<file path="config.mk">
export PLATFORM = sky130hd
export DESIGN_NAME = pqadc_ctrl
export DESIGN_NICKNAME = d
export VERILOG_FILES = /design/src/rtl/pqadc_pkg.sv /design/src/rtl/pqadc_ctrl.sv
export SDC_FILE = /design/constraint.sdc
export NUM_CORES = 1
export LEC_CHECK = 0
export BUFFER_PORTS_ARGS = -buffer_cell sky130_fd_sc_hd__buf_2
export CAP_MARGIN = 20
export CELL_PAD_IN_SITES_DETAIL_PLACEMENT = 0
export CELL_PAD_IN_SITES_GLOBAL_PLACEMENT = 1
export CORE_AREA = 2 2 39 41
export DETAILED_ROUTE_END_ITERATION = 6
export DIE_AREA = 0 0 41 43
export GPL_TIMING_DRIVEN = 0
export PLACE_DENSITY_LB_ADDON = 0.1
export SLEW_MARGIN = 20
export SYNTH_ARGS = -nofsm -noshare
export SYNTH_HDL_FRONTEND = slang
export SYNTH_SLANG_ARGS = --single-unit
</file>
<file path="constraint.sdc">
create_clock -name clk -period 1.3 [get_ports clk]
set_clock_uncertainty 0.2 [all_clocks]
set_input_delay 0.26 -clock clk [delete_from_list [all_inputs] [get_ports clk]]
set_output_delay 0.26 -clock clk [all_outputs]
set_load 0.005 [all_outputs]
</file>
<file path="src/rtl/pqadc_pkg.sv">
// ----------------------------------------------------------------------------
// pqadc_pkg
// Shared types and constants of the PQ asymmetric distance scanner.
// ----------------------------------------------------------------------------
`timescale 1ns / 1ps
`default_nettype none

package pqadc_pkg;

  // Distance table geometry.
  localparam int TABLE_DEPTH = 16384;
  localparam int ADDR_W      = $clog2(TABLE_DEPTH);

  // Field widths.
  localparam int BYTE_W   = 8;
  localparam int ROW_W    = 32;
  localparam int SUM_W    = 16;
  localparam int SQ_W     = 9;
  localparam int NB_W     = 4;
  localparam int CODE_W   = 12;
  localparam int BUF_W    = 20;
  localparam int HELD_W   = 5;
  localparam int ADDR_FULL_W = SQ_W + CODE_W;

  // Limits of the configuration registers.
  localparam logic [SQ_W-1:0] MAX_SQ  = SQ_W'(256);
  localparam logic [NB_W-1:0] MAX_NB  = NB_W'(12);
  localparam logic [NB_W-1:0] MIN_NB  = NB_W'(1);
  localparam logic [SUM_W-1:0] SUM_MAX = '1;

  // Configuration port.
  localparam int CFG_IDX_W  = 4;
  localparam int CFG_DATA_W = 9;
  localparam logic [CFG_IDX_W-1:0] CFG_NUM_SQ    = CFG_IDX_W'(0);
  localparam logic [CFG_IDX_W-1:0] CFG_CODE_BITS = CFG_IDX_W'(1);

  // Reset values of the configuration registers.
  localparam logic [SQ_W-1:0] NUM_SQ_RST    = SQ_W'(8);
  localparam logic [NB_W-1:0] CODE_BITS_RST = NB_W'(8);

  // Request modes.
  localparam logic MODE_TABLE_WRITE = 1'b0;
  localparam logic MODE_CODE_BYTE   = 1'b1;

  // Controller states.
  typedef enum logic [1:0] {
    ST_IDLE,
    ST_SCAN,
    ST_FINISH
  } state_t;

  // Commands from the controller to the datapath.
  typedef struct packed {
    logic tbl_wr;
    logic load_byte;
    logic step;
    logic cfg_wr;
    logic emit;
  } dp_cmd_t;

  // Status from the datapath to the controller.
  typedef struct packed {
    logic can_step;
    logic rd_pend;
    logic complete;
    logic out_free;
  } dp_sts_t;

endpackage

`default_nettype wire

</file>
<file path="src/rtl/pqadc_ctrl.sv">
// ----------------------------------------------------------------------------
// pqadc_ctrl
// Controller that sequences table writes, byte loads, sub-code steps and
// result hand-off for the distance scanner datapath.
// ----------------------------------------------------------------------------
`timescale 1ns / 1ps
`default_nettype none

module pqadc_ctrl
  import pqadc_pkg::*;
(
  input  wire logic    clk,
  input  wire logic    rst_n,
  input  wire logic    in_valid,
  input  wire logic    in_mode,
  input  wire logic    cfg_valid,
  input  wire dp_sts_t sts,
  output logic         in_stall,
  output logic         cfg_ready,
  output dp_cmd_t      cmd
);

  state_t state_r;
  state_t state_nxt;

  // State register.
  always_ff @(posedge clk) begin
    if (!rst_n) begin
      state_r <= ST_IDLE;
    end else begin
      state_r <= state_nxt;
    end
  end

  // Next state.
  always_comb begin
    state_nxt = state_r;
    case (state_r)
      ST_IDLE: begin
        if (in_valid && !cfg_valid && in_mode == MODE_CODE_BYTE) begin
          state_nxt = ST_SCAN;
        end
      end
      ST_SCAN: begin
        if (!sts.can_step) begin
          state_nxt = ST_FINISH;
        end
      end
      ST_FINISH: begin
        if (!sts.rd_pend) begin
          if (!sts.complete || sts.out_free) begin
            state_nxt = ST_IDLE;
          end
        end
      end
      default: begin
        state_nxt = ST_IDLE;
      end
    endcase
  end

  // Outputs.
  always_comb begin
    cmd       = '0;
    in_stall  = 1'b1;
    cfg_ready = 1'b0;
    case (state_r)
      ST_IDLE: begin
        // Configuration writes take priority over an item in the same cycle.
        cfg_ready  = 1'b1;
        in_stall   = cfg_valid;
        cmd.cfg_wr = cfg_valid;
        if (in_valid && !cfg_valid) begin
          cmd.load_byte = (in_mode == MODE_CODE_BYTE);
          cmd.tbl_wr    = (in_mode == MODE_TABLE_WRITE);
        end
      end
      ST_SCAN: begin
        cmd.step = sts.can_step;
      end
      ST_FINISH: begin
        cmd.emit = !sts.rd_pend && sts.complete && sts.out_free;
      end
      default: begin
        cmd = '0;
      end
    endcase
  end

endmodule

`default_nettype wire

</file>
Word-level counts from Yosys, hierarchy flattened

Cells that the tools add are included.

Register bits after elaboration: 2

Equality and inequality tests: 6
Mux-type cells: 12
Bitwise logic cells: 1
Reduce and logical (&&, ||, !) cells: 10

Operators with widths:

| kind                                                            | number |
|---|---|
| 2-bit 2-to-1 mux                                                | 6 |
| 2-bit != test, second input constant                            | 4 |
| 2-bit one-hot mux with 3 select lines                           | 1 |
| 1-bit 2-to-1 mux                                                | 5 |
| 1-bit logical AND                                               | 4 |
| 4-bit AND reduction                                             | 1 |
| 1-bit logical NOT                                               | 3 |
| 2-bit by 1-bit == test with 1-bit output, second input constant | 1 |
| 2-bit == test, second input constant                            | 1 |
| 2-bit logical NOT                                               | 1 |
| 1-bit logical OR                                                | 1 |
| 1-bit inverter                                                  | 1 |

Longest topological paths before layout

Gate-level depths: netlist (run 1).

Depth after elaboration: 5
Mapped depth: 3
Mapped depth without buffers: 3

Worst setup path before layout (run 1)

No wires, ideal clock.

Kind: register to output
Start: register state_r[1]
End: output cmd[4] in the netlist's numbering
Data arrival time: 0.808 ns
Data required time: 0.840 ns
Slack: 0.032 ns
Stages on the path, launching flop included: 3
Buffers on the path: 0
Cell sequence: dfxtp_1 > nor4b_4 > nor2b_1

RTL lines:

| what                     | line             | RTL |
|---|---|---|
| start: declaration       | pqadc_ctrl.sv:23 | `state_t state_r;` |
| start signal: assignment | pqadc_ctrl.sv:31 | `state_r <= state_nxt;` |
| end: declaration         | pqadc_ctrl.sv:20 | `output dp_cmd_t cmd` |

==> results.toml, run 1 <==
[power]
power_density_nw_per_um2 = 733
swShare_pct = 23.1
p_comb_share_pct = 22.4
p_int_uw = 198
p_clk_share_pct = 52.7
fin_total_pwr_uw = 257
pwr-share-seq_pct = 24.9
leakage_uw = 0.000170
vdd_drop_max_mv = 0.288
p_sw_uw = 59.3

[finish]
drive_above_1_share_pct = 73.2
top_register = "state_r"
antenna_cells = 0
fin_nets = 52
largest_registers = "state_r x2"
largest_reg_flops = 2
area_growth_pct = 114
design_area_um2 = 350
fill_cells = 159
fin_util_pct = 25.3

[floorplan]
rows = 14
die-area_um2 = 1760
initial_core_util_pct = 11.8
io_pins = 16
core_um2 = 1380
dieWidth_um = 41
die_h_um = 43

[logic_synthesis]
synth_fp_nets = 28
synth-seq-cells = 2
yosysSeqAreaShare_pct = 24.4
synth_warnings = 0
synth_area_um2 = 164
ys_types = 15
synthesis.instances = 19
avgSynthCellArea_um2 = 8.63

[clock_tree]
cts_tree = "yes"
clockBufferDepth = 2
cts_sinks = 2
clk_latency_ns = 0.22
cts_root_buf = "clkbuf_4"
htree_num_levels = 1
path_clk_slew_ns = 0.03
cts_buffers = 3

[worst_setup_path]
arrival_ns = 1.13
cp_slowest_cell = "dfxtp_4"
end_kind = "output port"
cp_max_fo = 3
path_cells = "nor4b_4, nor2b_1, buf_2"
startpoint_type = "flip-flop"
max_stage_delay_ns = 0.34
cp.required_ns = 0.84
crit_type = "flip-flop to output port"

[timing]
setup_ws_ns = -0.289
hold_viol = 0
tightest_slew_ns = 0.228
slew_violations = 0
setup_viol = 8
whs_ns = 0.0596
max_freq_mhz = 629
relSlewSlack_pct = 84.7
rsz0062_at_grt = "yes"
fin_crit_ns = 1.59
period_share_pct = 122
tns_ns = -1.47

[global_route]
grt_max_degree = 5
grt_usage_pct = 6.61
grt_pass1_vias = 213
grt_first_pass_wirelength_um = 786
antenna_found_initial = 0
grt-ovfl-total = 0

[drt]
drtIter0Drc = 2
via_per_inst = 3.82
detail-route-antenna-nets = 0
dr_total_vias = 218
drc = 0
drt-total-wl_um = 523
drt-pass1-iter-count = 3
wl_per_cell_um = 9.18

[run_status]
status = "finished, violations left"
violations = "negative setup slack"

[placed_design]
placed_area_um2 = 259
dp_hpwl_um = 377
globalplace.congestion = 0.629
port_buffers = 15

[min_path]
hp-class = "input pin to flip-flop"

[job]
cap_violations = 0
-- repair_timing --
action,in CTS,in global routing
hold buffers,0,0
pin swaps,2,2
resized for setup,9,2
setup endpoints to repair,7,9
setup buffers,4,0
-- kinds of logic (layout without fill, tap and decap cells) --
| logic type | after synthesis | after routing | share of synthesized area (%) |
|---|---|---|---|
| AO/OA/AOI/OAI | 3 | 3 | 10.7 |
| buffers and inverters | 1 | 23 | 2.29 |
| flip-flops | 2 | 2 | 24.4 |
| AND/OR/NAND/NOR | 13 | 13 | 62.6 |
-- placed cells by master (no fill, tap or decap) --
cell type,Yosys,routed
clkbuf_4,0,3
buf_2,0,15
nor3b_2,1,1
a21oi_1,2,1
nor4b_4,1,1
a21oi_2,0,1
o21a_1,1,1
nor2b_1,1,1
nand2b_4,0,1
buf_4,0,2
nand2_1,1,1
or3_1,1,1
inv_1,1,1
nor3_2,0,1
nor2_4,0,1
buf_6,0,2
and2_1,2,2
and3b_1,1,1
nor3b_1,1,1
nand2b_1,2,1
dfxtp_4,0,2
-- metrics by stage --
step	cells	setup slack, ns
after floorplan	19	0.0319
after global placement	50	-0.111
after detailed placement	50	-0.124
after CTS	57	-0.296
after global routing	57	-0.356
final	57	-0.289
-- power groups by stage --
stage / clock, µW / sequential [µW] / combinational, µW
after detailed placement: 0 / 68.1 / 46.5
after global routing: 149 / 64.3 / 64.0
after floorplan: 0 / 67.2 / 20.7
final: 135 / 63.9 / 57.7
after CTS: 144 / 63.8 / 57.0
after global placement: 0 / 68.1 / 45.6
-- synthesized netlist by cell type --
| cell type | number | area share (%) |
|---|---|---|
| a21oi_1 | 2 | 6.1 |
| and2_1 | 2 | 7.6 |
| dfxtp_1 | 2 | 24 |
| nand2b_1 | 2 | 7.6 |
| and3b_1 | 1 | 5.3 |
| inv_1 | 1 | 2.3 |
| nand2_1 | 1 | 2.3 |
| nor2_1 | 1 | 2.3 |
| nor2b_1 | 1 | 3.8 |
| nor3_1 | 1 | 3.1 |
| nor3b_1 | 1 | 4.6 |
| nor3b_2 | 1 | 7.6 |
| nor4b_4 | 1 | 15 |
| o21a_1 | 1 | 4.6 |
| or3_1 | 1 | 3.8 |
-- area by class of cell --
class / count / area, µm² / share of cell area (%)
multi-input cells: 16 / 144 / 41.1
repair buffers: 19 / 113 / 32.1
flip-flops and latches: 2 / 47.5 / 13.6
clock buffers: 3 / 22.5 / 6.43
well taps: 16 / 20.0 / 5.71
inverters: 1 / 3.75 / 1.07
-- worst max-delay path, delay by kind of cell, from the launching register on --
kind / cells / cell delay, ns
buf+inv: 1 / 0.12
flops: 1 / 0.34
simple gates: 2 / 0.45
-- final timing paths --
check | start | end | slack [ns] | cells after the start
worst max register to register | state_r[0] | state_r[0] | -0.03 | 5
worst max-delay path | state_r[0] | cmd[4] | -0.29 | 3
worst min-delay path | rst_n | state_r[1] | 0.06 | 2
worst min register to register | state_r[0] | state_r[0] | 0.49 | 3
-- metal layers --
layer	vias up	wire [µm]	track usage, %
met3	0	61	1.57
met1	98	208	7.64
li1	110	-	-
met4	0	0	4.00
met5	-	0	0
met2	10	253	10.3
No activity file was read; power rests on OpenSTA's default activity.
==> run 2, diff against run 1 <==
--- a/config.mk
+++ b/config.mk
@@ -10,6 +10,7 @@
 export CELL_PAD_IN_SITES_DETAIL_PLACEMENT = 0
 export CELL_PAD_IN_SITES_GLOBAL_PLACEMENT = 1
 export CORE_AREA = 2 2 39 41
+export CTS_BUF_LIST = sky130_fd_sc_hd__clkbuf_8
 export DETAILED_ROUTE_END_ITERATION = 6
 export DIE_AREA = 0 0 41 43
 export GPL_TIMING_DRIVEN = 0
==> run 2 against run 1 <==
Effect of this change: the run still ends with negative setup slack left; flip-flop and latch count did not move; via count grew 6.4%; critical path depth unchanged; hold slack better by 0.019 ns; combinational power increased by 4.0%; fmax increased by 0.96%; clock power is 78% higher; largest power group unchanged.
==> results.toml, run 2 (synthesized netlist as in run 1, its figures left out) <==
[run_status]
status = "finished, violations left"
violations = "negative setup slack"

[finish]
largest_reg_flops = 2
drive_above_1_share_pct = 74.4
antenna_cells = 0
area_growth_pct = 134
top_register = "state_r"
largest_registers = "state_r x2"
seq_area_um2 = 47.5
fin_nets = 54
layoutNonFillerInstCount = 59
final_common_cell = "buf_2"
fin_util_pct = 27.8
design_area_um2 = 384
multi_input_area_um2 = 144
fill_cells = 156
final_cell_mix = "buf_2, buf_4, clkbuf_8"

[min_path]
holdPathStages = 2
hp-class = "input pin to flip-flop"
hold_end = "state_r[1]"
min_from = "rst_n"

[floorplan]
die_h_um = 43
dieWidth_um = 41
core_um2 = 1380
io_pins = 16
die-area_um2 = 1760
rows = 14
initial_core_util_pct = 11.8

[worst_setup_path]
rr_startpoint = "state_r[0]"
path_delay_family = "simple AND/OR/NAND/NOR gates"
critical_path_cell_count = 3
cp_max_fo = 3
end_kind = "output port"
startpoint_type = "flip-flop"
r2r-end = "state_r[0]"
r2r_slack_ns = -0.05
max_stage_delay_ns = 0.34
cp_slowest_cell = "dfxtp_4"
crit_type = "flip-flop to output port"
path_cells = "nor4b_4, nor2b_1, buf_2"
arrival_ns = 1.11
r2r_cells = 5
path_buf_inv = 1
cp.required_ns = 0.84

[clock_tree]
cts_buffers = 3
cts_sinks = 2
htree_num_levels = 1
path_clk_slew_ns = 0.03
clk_latency_ns = 0.21
cts_root_buf = "clkbuf_8"
clockBufferDepth = 2
cts_tree = "yes"
cts-hold-fix-buffers = 0

[drt]
dr_total_vias = 232
drtIter0Drc = 3
via_per_inst = 3.93
drc = 0
drt-total-wl_um = 578
drt-pass1-iter-count = 3
wl_per_cell_um = 9.80
detail-route-antenna-nets = 0

[global_route]
antenna_found_initial = 0
grt_max_degree = 6
grt_pass1_vias = 218
grt-ovfl-total = 0
grt_first_pass_wirelength_um = 841
grt_usage_pct = 7.21

[timing]
fin_crit_ns = 1.57
max_freq_mhz = 636
hold_viol = 0
period_share_pct = 121
slew_violations = 0
tightest_slew_ns = 0.227
setup_viol = 8
rsz0062_at_grt = "yes"
relSlewSlack_pct = 84.8
setup_ws_ns = -0.273
whs_ns = 0.0789

[placed_design]
placed_area_um2 = 259
port_buffers = 15
globalplace.congestion = 0.629
dp_hpwl_um = 377
placedCellCount = 50
dp_slack_ns = -0.124

[power]
leakage_uw = 0.000188
vdd_drop_max_mv = 0.433
power_density_nw_per_um2 = 949

[job]
cap_violations = 0
## run 2: worst register-to-register path: stages (launching register included)
cell,delay (ns)
dfxtp_4,0.34
buf_4,0.15
and3b_1,0.17
buf_4,0.13
a21oi_1,0.16
nor3b_2,0.07
## run 2: routing by layer
metal,track usage [%],up-vias,wire length (µm)
met1,7.96,107,214
met2,11.9,10,302
met4,4.00,0,0
li1,-,115,-
met5,0,-,0
met3,1.57,0,60
## run 2: area by class of cell
class                      count  area share [%]
tap                           16            5.21
multi-input combinational     16            37.5
inverter                       1           0.977
sequential                     2            12.4
clock buffer                   3            10.7
timing repair buffer          21            33.2
## run 2: how the worst max path moves through the flow
stage	from	end	slack, ns
after floorplan	state_r[1]	cmd[4]	0.03
after global placement	state_r[1]	cmd[4]	-0.11
after detailed placement	state_r[1]	cmd[4]	-0.12
after CTS	state_r[0]	cmd[4]	-0.28
after global routing	state_r[0]	cmd[4]	-0.33
final	state_r[0]	cmd[4]	-0.27
## run 2: metrics by stage
step | setup TNS, ns | power [µW]
finish | -1.38 | 365
global placement | -0.238 | 114
CTS | -1.47 | 370
floorplan | 0 | 87.8
global route | -1.79 | 387
detailed placement | -0.277 | 115
## run 2: repair_timing
action | 4_1_cts | 5_1_grt
pin swaps | 2 | 3
gates resized for setup | 8 | 3
setup endpoints to repair | 7 | 9
buffers inserted | 5 | 1
## run 2: power by group
part | switching, µW | leakage [µW] | internal [µW] | total [µW]
logic | 23.7 | 0.000149 | 36.3 | 60.0
clock network | 45.0 | 0.0000216 | 195 | 240
registers | 2.94 | 0.0000178 | 61.1 | 64.1
==> run 3, diff against run 2 <==
--- a/config.mk
+++ b/config.mk
@@ -5,7 +5,7 @@
 export SDC_FILE = /design/constraint.sdc
 export NUM_CORES = 1
 export LEC_CHECK = 0
-export BUFFER_PORTS_ARGS = -buffer_cell sky130_fd_sc_hd__buf_2
+export BUFFER_PORTS_ARGS = -buffer_cell sky130_fd_sc_hd__clkbuf_2
 export CAP_MARGIN = 20
 export CELL_PAD_IN_SITES_DETAIL_PLACEMENT = 0
 export CELL_PAD_IN_SITES_GLOBAL_PLACEMENT = 1
@@ -15,6 +15,7 @@
 export DIE_AREA = 0 0 41 43
 export GPL_TIMING_DRIVEN = 0
 export PLACE_DENSITY_LB_ADDON = 0.1
+export RECOVER_POWER = 25
 export SLEW_MARGIN = 20
 export SYNTH_ARGS = -nofsm -noshare
 export SYNTH_HDL_FRONTEND = slang
==> run 3 against run 2 <==
Effect of this change: the run still ends with negative setup slack left; non-clock buffer count fell by 4; die area did not move; sequential share of layout area up 1.2 points; sequential power is essentially flat; cell area down 8.8%; final cell count down 6.8%; total power fell by 0.64%; core utilization fell by 2.4 points; combinational power fell by 7.0%; clock power barely moved; first-iteration DRC count down 33%; flip-flop and latch count unchanged; critical path type unchanged; critical endpoint unchanged; largest power group unchanged.
==> results.toml, run 3 (synthesized netlist as in run 1, its figures left out) <==
[timing]
fin_crit_ns = 1.57
rsz0062_at_grt = "yes"
relSlewSlack_pct = 85.2
setup_ws_ns = -0.273
max_freq_mhz = 636
whs_ns = 0.0745
hold_viol = 0
slew_violations = 0
setup_viol = 7
period_share_pct = 121
tightest_slew_ns = 0.221

[global_route]
grt_usage_pct = 7.01
grt_max_degree = 5
antenna_found_initial = 0
grt_first_pass_wirelength_um = 821
grt-ovfl-total = 0
grt_pass1_vias = 196

[worst_setup_path]
crit_type = "flip-flop to output port"
cp_slowest_cell = "dfxtp_4"
endpoint = "cmd[4]"
end_kind = "output port"
cp_max_fo = 3
cp-startpoint = "state_r[0]"
cp.required_ns = 0.84
r2r_slack_ns = 0.03
max_stage_delay_ns = 0.34
arrival_ns = 1.11
startpoint_type = "flip-flop"
r2r-end = "state_r[0]"
r2r_cells = 4
path_buf_inv = 1
rr_startpoint = "state_r[1]"
path_delay_family = "simple AND/OR/NAND/NOR gates"
critical_path_cell_count = 3
path_cells = "nor4b_4, nor2b_1, buf_2"

[clock_tree]
clk_latency_ns = 0.21
htree_num_levels = 1
cts-hold-fix-buffers = 0
path_clk_slew_ns = 0.03
cts_tree = "yes"
cts_sinks = 2
cts_root_buf = "clkbuf_8"
clockBufferDepth = 2
cts_buffers = 3

[floorplan]
dieWidth_um = 41
die_h_um = 43
rows = 14
initial_core_util_pct = 11.8
die-area_um2 = 1760
io_pins = 16
core_um2 = 1380

[finish]
final_cell_mix = "clkbuf_2, clkbuf_8, buf_2, and2_1, dfxtp_4"
layoutNonFillerInstCount = 55
drive_above_1_share_pct = 71.8
fin_nets = 50
largest_registers = "state_r x2"
fill_cells = 157
final_common_cell = "clkbuf_2"
antenna_cells = 0
multi_input_area_um2 = 144
seq_area_um2 = 47.5
largest_reg_flops = 2
area_growth_pct = 114
top_register = "state_r"

[drt]
via_per_inst = 3.95
wl_per_cell_um = 10.1
drc = 0
dr_total_vias = 217
drt-pass1-iter-count = 4
drt-total-wl_um = 558
detail-route-antenna-nets = 0
drtIter0Drc = 2

[run_status]
status = "finished, violations left"
violations = "negative setup slack"

[power]
leakage_uw = 0.000168
power_density_nw_per_um2 = 1030
vdd_drop_max_mv = 0.438

[placed_design]
globalplace.congestion = 0.628
placedCellCount = 50
port_buffers = 15
dp_hpwl_um = 379

[job]
cap_violations = 0

[min_path]
hp-class = "input pin to flip-flop"
-- run 3: changes by cell type in the layout (fill, tap and decap cells not counted) --
| cell | previous run | this run |
|---|---|---|
| buf_6 | 2 | 1 |
| buf_4 | 4 | 1 |
| clkbuf_2 | 0 | 12 |
| buf_2 | 15 | 3 |
-- run 3: per-layer routing --
| metal | global-route usage [%] | vias to the layer above | routed length (µm) |
|---|---|---|---|
| li1 | - | 107 | - |
| met1 | 9.55 | 100 | 239 |
| met2 | 9.69 | 10 | 265 |
| met3 | 1.57 | 0 | 54 |
| met4 | 4.00 | 0 | 0 |
| met5 | 0 | - | 0 |
-- run 3: repair_timing --
item                       4_1_cts  5_1_grt
pin swaps                        3        2
buffers inserted                 2        0
setup endpoints to repair        7        9
resized for setup                6        7
-- run 3: worst reg2reg max path, stage by stage, from the launching register on --
cell     delay, ns
dfxtp_4       0.38
buf_6         0.12
and3b_1       0.19
a21oi_1       0.19
nor3b_2       0.07
-- run 3: final cells by class --
cell class                      instances  share of cell area (%)
Multi-Input combinational cell         16                    41.1
Timing Repair Buffer                   17                    26.8
Sequential cell                         2                    13.6
Clock buffer                            3                    11.8
Tap cell                               16                    5.71
Inverter                                1                    1.07
-- run 3: worst min-delay path by stage --
| stage | startpoint | to | slack, ns | cells past startpoint |
|---|---|---|---|---|
| 2_1_floorplan | rst_n | state_r[1] | 0.18 | 1 |
| 3_3_place_gp | rst_n | state_r[1] | 0.28 | 2 |
| 3_5_place_dp | rst_n | state_r[1] | 0.29 | 2 |
| 4_1_cts | rst_n | state_r[1] | 0.07 | 2 |
| 5_1_grt | rst_n | state_r[1] | 0.08 | 2 |
| 6_report | rst_n | state_r[1] | 0.07 | 2 |
-- run 3: power by group --
| group | switching, µW | leakage (µW) | internal (µW) |
|---|---|---|---|
| registers | 3.13 | 0.0000178 | 61.1 |
| logic | 23.0 | 0.000129 | 32.8 |
| clock network | 46.5 | 0.0000216 | 196 |
| total | 72.6 | 0.000168 | 290 |
-- run 3: through the flow --
step | worst slack (ns) | power (µW) | TNS (ns) | utilization (%) | instance area, µm²
floorplan | 0.0319 | 87.8 | 0 | - | 164
global placement | -0.120 | 114 | -0.257 | 18.7 | 259
detailed placement | -0.144 | 115 | -0.321 | 18.7 | 259
CTS | -0.296 | 366 | -1.52 | 24.2 | 335
global route | -0.334 | 382 | -1.76 | 25.3 | 350
finish | -0.273 | 362 | -1.34 | 25.3 | 350
